--- config.mk ---
export PLATFORM = sky130hd
export DESIGN_NAME = eqpd_mac
export DESIGN_NICKNAME = d
export VERILOG_FILES = /design/src/rtl/eqpd_pkg.sv /design/src/rtl/eqpd_mac.sv
export SDC_FILE = /design/constraint.sdc
export NUM_CORES = 1
export LEC_CHECK = 0
export BUFFER_PORTS_ARGS = -buffer_cell sky130_fd_sc_hd__buf_2
export CAP_MARGIN = 40
export CORE_ASPECT_RATIO = 0.5
export CORE_MARGIN = 1
export CORE_UTILIZATION = 69
export CTS_CLUSTER_SIZE = 30
export DETAILED_ROUTE_END_ITERATION = 8
export PLACE_DENSITY = 0.95
export SYNTH_ARGS = -nofsm -noshare
export SYNTH_HDL_FRONTEND = slang
export SYNTH_SLANG_ARGS = --single-unit
--- constraint.sdc ---
create_clock -name clk -period 12.3 [get_ports clk]
set_input_delay 3.075 -clock clk [delete_from_list [all_inputs] [get_ports clk]]
set_output_delay 3.075 -clock clk [all_outputs]
set_load 0.05 [all_outputs]
--- src/rtl/eqpd_pkg.sv ---
// Shared types, constants and weight table for the error queue palette ditherer.
`default_nettype none

package eqpd_pkg;

	localparam int HIST_LEN     = 16;
	localparam int WEIGHT_RATIO = 16;
	localparam int PAL_DEPTH    = 256;
	localparam int COLOR_BITS   = 16;

	localparam int HIST_IDX_W = $clog2(HIST_LEN);
	localparam int PAL_ADDR_W = $clog2(PAL_DEPTH);
	localparam int CNT_W      = $clog2(PAL_DEPTH + 1);
	localparam int ERR_W      = COLOR_BITS + 2;
	localparam int W_W        = 17;
	localparam int W_FRAC     = 16;
	localparam int RATIO_FRAC = 20;
	localparam int CORR_W     = COLOR_BITS + 5;
	localparam int MUL_W      = 20;
	localparam int PROD_W     = 2 * MUL_W;
	localparam int DIST_W     = 58;
	localparam int ACC_W      = DIST_W + 1;
	localparam int LUMA_W     = 16;

	localparam logic ACT_LOAD   = 1'b0;
	localparam logic ACT_DITHER = 1'b1;

	typedef logic [2:0][COLOR_BITS-1:0] rgb_t;
	typedef logic [HIST_LEN-1:0][W_W-1:0] weight_rom_t;

	localparam logic [2:0][LUMA_W-1:0] LUMA = {16'd3886, 16'd44433, 16'd17216};

	typedef enum logic [1:0] {
		ACC_NONE,
		ACC_LOAD,
		ACC_ADD,
		ACC_ADD_HI
	} acc_mode_t;

	typedef struct packed {
		acc_mode_t        mode;
		logic             neg;
		logic [MUL_W-1:0] a;
		logic [MUL_W-1:0] b;
	} mac_op_t;

	function automatic logic power_fits(input logic [63:0] m, input logic [63:0] target);
		logic [63:0] p;
		logic        ok;
		p  = 64'd1 << RATIO_FRAC;
		ok = 1'b1;
		for (int k = 0; k < HIST_LEN - 1; k++) begin
			p = (p * m) >> RATIO_FRAC;
			if (p > target)
				ok = 1'b0;
		end
		return ok;
	endfunction

	function automatic logic [63:0] udiv(input logic [63:0] num, input logic [63:0] den);
		logic [63:0] q;
		logic [64:0] r;
		q = '0;
		r = '0;
		for (int i = 63; i >= 0; i--) begin
			r = {r[63:0], num[i]};
			if (r >= {1'b0, den}) begin
				r    = r - {1'b0, den};
				q[i] = 1'b1;
			end
		end
		return q;
	endfunction

	function automatic weight_rom_t build_weights();
		logic [63:0] target;
		logic [63:0] lo;
		logic [63:0] hi;
		logic [63:0] mid;
		logic [63:0] w;
		weight_rom_t rom;
		target = 64'(WEIGHT_RATIO) << RATIO_FRAC;
		lo     = 64'd1 << RATIO_FRAC;
		hi     = target;
		for (int it = 0; it < 64; it++) begin
			if (lo < hi) begin
				mid = lo + ((hi - lo + 64'd1) >> 1);
				if (power_fits(mid, target))
					lo = mid;
				else
					hi = mid - 64'd1;
			end
		end
		w = 64'd1 << W_FRAC;
		rom[HIST_LEN-1] = W_W'(w);
		for (int i = HIST_LEN - 2; i >= 0; i--) begin
			w = udiv((w << RATIO_FRAC) + (lo >> 1), lo);
			rom[i] = W_W'(w);
		end
		return rom;
	endfunction

	localparam weight_rom_t WEIGHT_ROM = build_weights();

endpackage

`default_nettype wire

--- src/rtl/eqpd_mac.sv ---
// Shared multiplier with registered product and signed accumulator.
`default_nettype none

module eqpd_mac import eqpd_pkg::*; (
	input  logic                     clk,
	input  logic                     arst_n,
	input  mac_op_t                  op,
	output logic [PROD_W-1:0]        prod,
	output logic signed [ACC_W-1:0] acc
);

	acc_mode_t               mode_q;
	logic                    neg_q;
	logic [PROD_W-1:0]       prod_q;
	logic signed [ACC_W-1:0] acc_q;
	logic signed [ACC_W-1:0] prod_ext;
	logic signed [ACC_W-1:0] term;

	assign prod_ext = $signed({{(ACC_W-PROD_W){1'b0}}, prod_q});
	assign term     = neg_q ? -prod_ext : prod_ext;

	always_ff @(posedge clk or negedge arst_n) begin
		if (!arst_n) begin
			mode_q <= ACC_NONE;
			neg_q  <= 1'b0;
		end else begin
			mode_q <= op.mode;
			neg_q  <= op.neg;
		end
	end

	always_ff @(posedge clk) begin
		prod_q <= op.a * op.b;
		case (mode_q)
			ACC_LOAD:   acc_q <= term;
			ACC_ADD:    acc_q <= acc_q + term;
			ACC_ADD_HI: acc_q <= acc_q + (prod_ext <<< MUL_W);
			default: ;
		endcase
	end

	assign prod = prod_q;
	assign acc  = acc_q;

endmodule

`default_nettype wire

==> impl_results.html <==
<table>
<tr><th>Metric</th><th>Value</th></tr>
<tr><th colspan="2">Critical path</th></tr>
<tr><td>Type of destination of the critical path</td><td>flip-flop</td></tr>
<tr><td>Type of origin of the critical path</td><td>input port</td></tr>
<tr><td>Maximum net fanout on the critical path</td><td>20</td></tr>
<tr><td>Critical path data required time</td><td>12.62 ns</td></tr>
<tr><td>Worst Setup Path Type</td><td>input port to flip-flop</td></tr>
<tr><td>Data arrival time at the worst-slack endpoint</td><td>10.20 ns</td></tr>
<tr><th colspan="2">Global routing</th></tr>
<tr><td>Final global-route overflow total</td><td>0</td></tr>
<tr><td>Via count of the first global-routing pass</td><td>20893</td></tr>
<tr><td>GR Util All Layers</td><td>40.8%</td></tr>
<tr><td>Antenna violations before repair</td><td>7</td></tr>
<tr><td>Maximum number of pins on one net before global-route repair</td><td>58</td></tr>
<tr><td>First-pass GRT wire length</td><td>109 mm</td></tr>
<tr><th colspan="2">Hold path</th></tr>
<tr><td>Hold Crit Class</td><td>flip-flop to flip-flop</td></tr>
<tr><th colspan="2">Timing</th></tr>
<tr><td>Slew HR</td><td>37.8%</td></tr>
<tr><td>Worst Hold Margin</td><td>0.677 ns</td></tr>
<tr><td>Minimum clock period</td><td>9.88 ns</td></tr>
<tr><td>Final Hold Vio Count</td><td>0</td></tr>
<tr><td>Worst clock skew</td><td>0.00728 ns</td></tr>
<tr><td>Setup TNS after final layout</td><td>0 ns</td></tr>
<tr><td>Timing-limited maximum frequency</td><td>0.101 GHz</td></tr>
<tr><td>RSZ-0062 raised after global routing</td><td>no</td></tr>
<tr><td>Final Cycle Share</td><td>80.3%</td></tr>
<tr><td>Setup Viol. Count Final</td><td>0</td></tr>
<tr><td>Pins over their slew limit</td><td>0</td></tr>
<tr><td>Slew @ Worst Pin</td><td>0.910 ns</td></tr>
<tr><th colspan="2">Drt</th></tr>
<tr><td>DR DRC count</td><td>24</td></tr>
<tr><td>Detailed-route via count</td><td>20479</td></tr>
<tr><td>Iteration count of the initial detailed-routing pass</td><td>8</td></tr>
<tr><td>Post-detailed-route count of antenna-violating nets</td><td>0</td></tr>
<tr><td>Aggregate routed wire length</td><td>69.2 mm</td></tr>
<tr><td>Number of vias per cell after detailed routing</td><td>6.50</td></tr>
<tr><td>Average detailed-routed wire length per instance</td><td>22.0 um</td></tr>
<tr><td>Number of design-rule violations left by the first detailed-router iteration</td><td>2558</td></tr>
<tr><th colspan="2">Yosys</th></tr>
<tr><td>Distinct cells, synth</td><td>73</td></tr>
<tr><td>Yosys warning count</td><td>0</td></tr>
<tr><td>Register bit count reported by yosys</td><td>102</td></tr>
<tr><td>Main synth FF type</td><td>edfxtp_1</td></tr>
<tr><td>Sequential fraction of the synthesis area</td><td>11.5%</td></tr>
<tr><td>Number of synthesized flops with an enable pin</td><td>59</td></tr>
<tr><td>Syn avg cell area</td><td>8.57 um^2</td></tr>
<tr><td>Cell area after synthesis</td><td>23100 um^2</td></tr>
<tr><td>Syn_nets</td><td>3307</td></tr>
<tr><td>Most frequent cell after synthesis</td><td>inv_1</td></tr>
<tr><td>Most area-consuming cells after synthesis</td><td>fa_1 28%, ha_1 14%, edfxtp_1 7.7%, and2_1 6.7%, inv_1 6.1%</td></tr>
<tr><td>Synth area leader</td><td>fa_1</td></tr>
<tr><td>Asr flop ratio synth</td><td>2.94%</td></tr>
<tr><td>Synth Instances</td><td>2690</td></tr>
<tr><td>Top post-synthesis cells by count</td><td>375 x inv_1, 322 x fa_1, 296 x nand2_1</td></tr>
<tr><td>Fraction of post-synthesis cell area in the top cell type by area</td><td>27.9%</td></tr>
<tr><th colspan="2">Floorplan</th></tr>
<tr><td>Core area</td><td>32300 um^2</td></tr>
<tr><td>Die ar.</td><td>34200 um^2</td></tr>
<tr><td>Core Rows</td><td>46</td></tr>
<tr><td>IO Count</td><td>144</td></tr>
<tr><td>Die Ht</td><td>131 um</td></tr>
<tr><td>Initial standard-cell utilization of the core</td><td>71.4%</td></tr>
<tr><td>Die X</td><td>261 um</td></tr>
<tr><th colspan="2">CTS</th></tr>
<tr><td>CTS H-tree lvls</td><td>3</td></tr>
<tr><td>Total of hold buffers inserted after clock tree synthesis</td><td>0</td></tr>
<tr><td>TritonCTS clock tree</td><td>done</td></tr>
<tr><td>Total CTS buffers</td><td>9</td></tr>
<tr><td>Clock network latency to the later pin of the worst-skew pair</td><td>0.37 ns</td></tr>
<tr><td>CTS Buffer Depth</td><td>2</td></tr>
<tr><td>Number of buffers inserted by post-CTS setup repair</td><td>0</td></tr>
<tr><td>Clock root buffer</td><td>clkbuf_16</td></tr>
<tr><td>Post_cts resized</td><td>0</td></tr>
<tr><td>Clock transition at the registers of the reported paths</td><td>0.08 ns</td></tr>
<tr><td>TritonCTS Sinks</td><td>102</td></tr>
<tr><th colspan="2">Placed design</th></tr>
<tr><td>Detail Placement HPWL</td><td>54.1 mm</td></tr>
<tr><td>Cell area reported after detailed placement</td><td>23800 um^2</td></tr>
<tr><td>Placer congestion estimate</td><td>1.05</td></tr>
<tr><td>Placed insts</td><td>3127</td></tr>
<tr><td>IO buf count</td><td>143</td></tr>
<tr><th colspan="2">Cells and area</th></tr>
<tr><td>Area Growth Syn to Fin</td><td>4.64%</td></tr>
<tr><td>Cell Count, Final, Fillers Out</td><td>3150</td></tr>
<tr><td>Layout cells sized above 1</td><td>6.64%</td></tr>
<tr><td>Number of nets in the finished design</td><td>3323</td></tr>
<tr><td>Number of fill cells</td><td>2150</td></tr>
<tr><td>Final Cell Area</td><td>24100 um^2</td></tr>
<tr><th colspan="2">Run status</th></tr>
<tr><td>Outcome</td><td>finished, violations left</td></tr>
<tr><td>Violated checks</td><td>DRC</td></tr>
<tr><th colspan="2">Run</th></tr>
<tr><td>Maximum Capacitance Violations</td><td>0</td></tr>
</table>
## per-layer routing
layer | GRT usage (%) | vias up | part of all wire, %
met1 | 52.8 | 9718 | 37
met5 | 0 | - | 0.016
met3 | 8.64 | 391 | 12
met4 | 22.3 | 2 | 6.4
li1 | - | 8866 | -
met2 | 64.2 | 1502 | 44
## kinds of logic after synthesis
kind of cell / synth area share (%)
buffers and inverters: 8.53
multiplexers: 0.266
flip-flops: 11.5
AND/OR/NAND/NOR: 17.2
XOR/XNOR: 6.00
AO/OA/AOI/OAI: 15.0
adder cells (fa/ha/maj): 41.5
## layout make-up
class                   count  area (um^2)  share of cell area, %
flip-flops and latches    102         2650                   11.0
multi-input cells        2067        18500                   76.4
repair buffers            150          776                   3.21
clock inverters             6         62.6                  0.259
diodes                      7         17.5                 0.0726
inverters                 376         1410                   5.85
clock buffers              10          229                  0.949
well taps                 432          541                   2.24
## flip-flops by register name, indices dropped and copies added (netlist names)
signal and flops:
prod 40, mode_q 2, acc 59, neg_q 1
## cell usage in the layout, fill, tap and decap left out, types with 15 or more instances in the layout
master    netlist  layout
nor2b_1        17      17
o21a_1         32      32
ha_1          250     250
o31ai_1        20      20
a22oi_1        19      19
fa_1          322     322
and3_1         15      15
nand4_1        30      30
xnor2_1       106     106
o21ai_0       109     109
dfxtp_1        40      40
xor2_1         52      52
nor3_1         18      18
a21o_1         86      86
a21oi_1       156     156
o21bai_1       20      20
buf_2           1     143
nand3_1        30      30
nand2_1       296     296
inv_1         375     375
edfxtp_1       59      59
a31oi_1        17      17
and2_1        246     246
nor2_1         81      80
## worst max-delay path, stage by stage
cell and delay [ns]:
buf_2 0.34, and2_1 0.21, fa_1 0.45, fa_1 0.51, inv_1 0.05, fa_1 0.47
inv_1 0.05, fa_1 0.52, inv_1 0.06, fa_1 0.53, inv_1 0.05, fa_1 0.49
inv_1 0.05, fa_1 0.48, inv_1 0.05, ha_1 0.35, nand2_1 0.10, o21ai_0 0.11
o41ai_1 0.36, a2bb2oi_1 0.27, nand3_1 0.16, a31o_2 0.26, a2111oi_2 0.48, nor3_1 0.11
o31a_1 0.30, o21ai_0 0.15, o31a_1 0.15
## path summary, 6_finish.rpt
path / startpoint / endpoint / slack, ns / cells past startpoint
min: acc[0] / acc[0] / 0.68 / 3
min in group asynchronous: arst_n / mode_q[1] / 2.48 / 1
max in group asynchronous: arst_n / neg_q / 9.72 / 1
min reg2reg: acc[0] / acc[0] / 0.68 / 3
max: op[29] / prod[36] / 2.42 / 27
max reg2reg: prod[12] / acc[51] / 5.83 / 17
## per-stage QoR
| stage | worst slack (ns) | util, % |
|---|---|---|
| after global placement | 2.31 | 73.7 |
| after global routing | 2.03 | 74.7 |
| after detailed placement | 2.11 | 73.8 |
| after floorplan | 2.74 | - |
| after CTS | 2.51 | 74.7 |
| final | 2.42 | 74.8 |
Power is left out: the tool's default activity adds up to more than one toggle a clock period on the data nets, which glitch-free logic cannot reach.
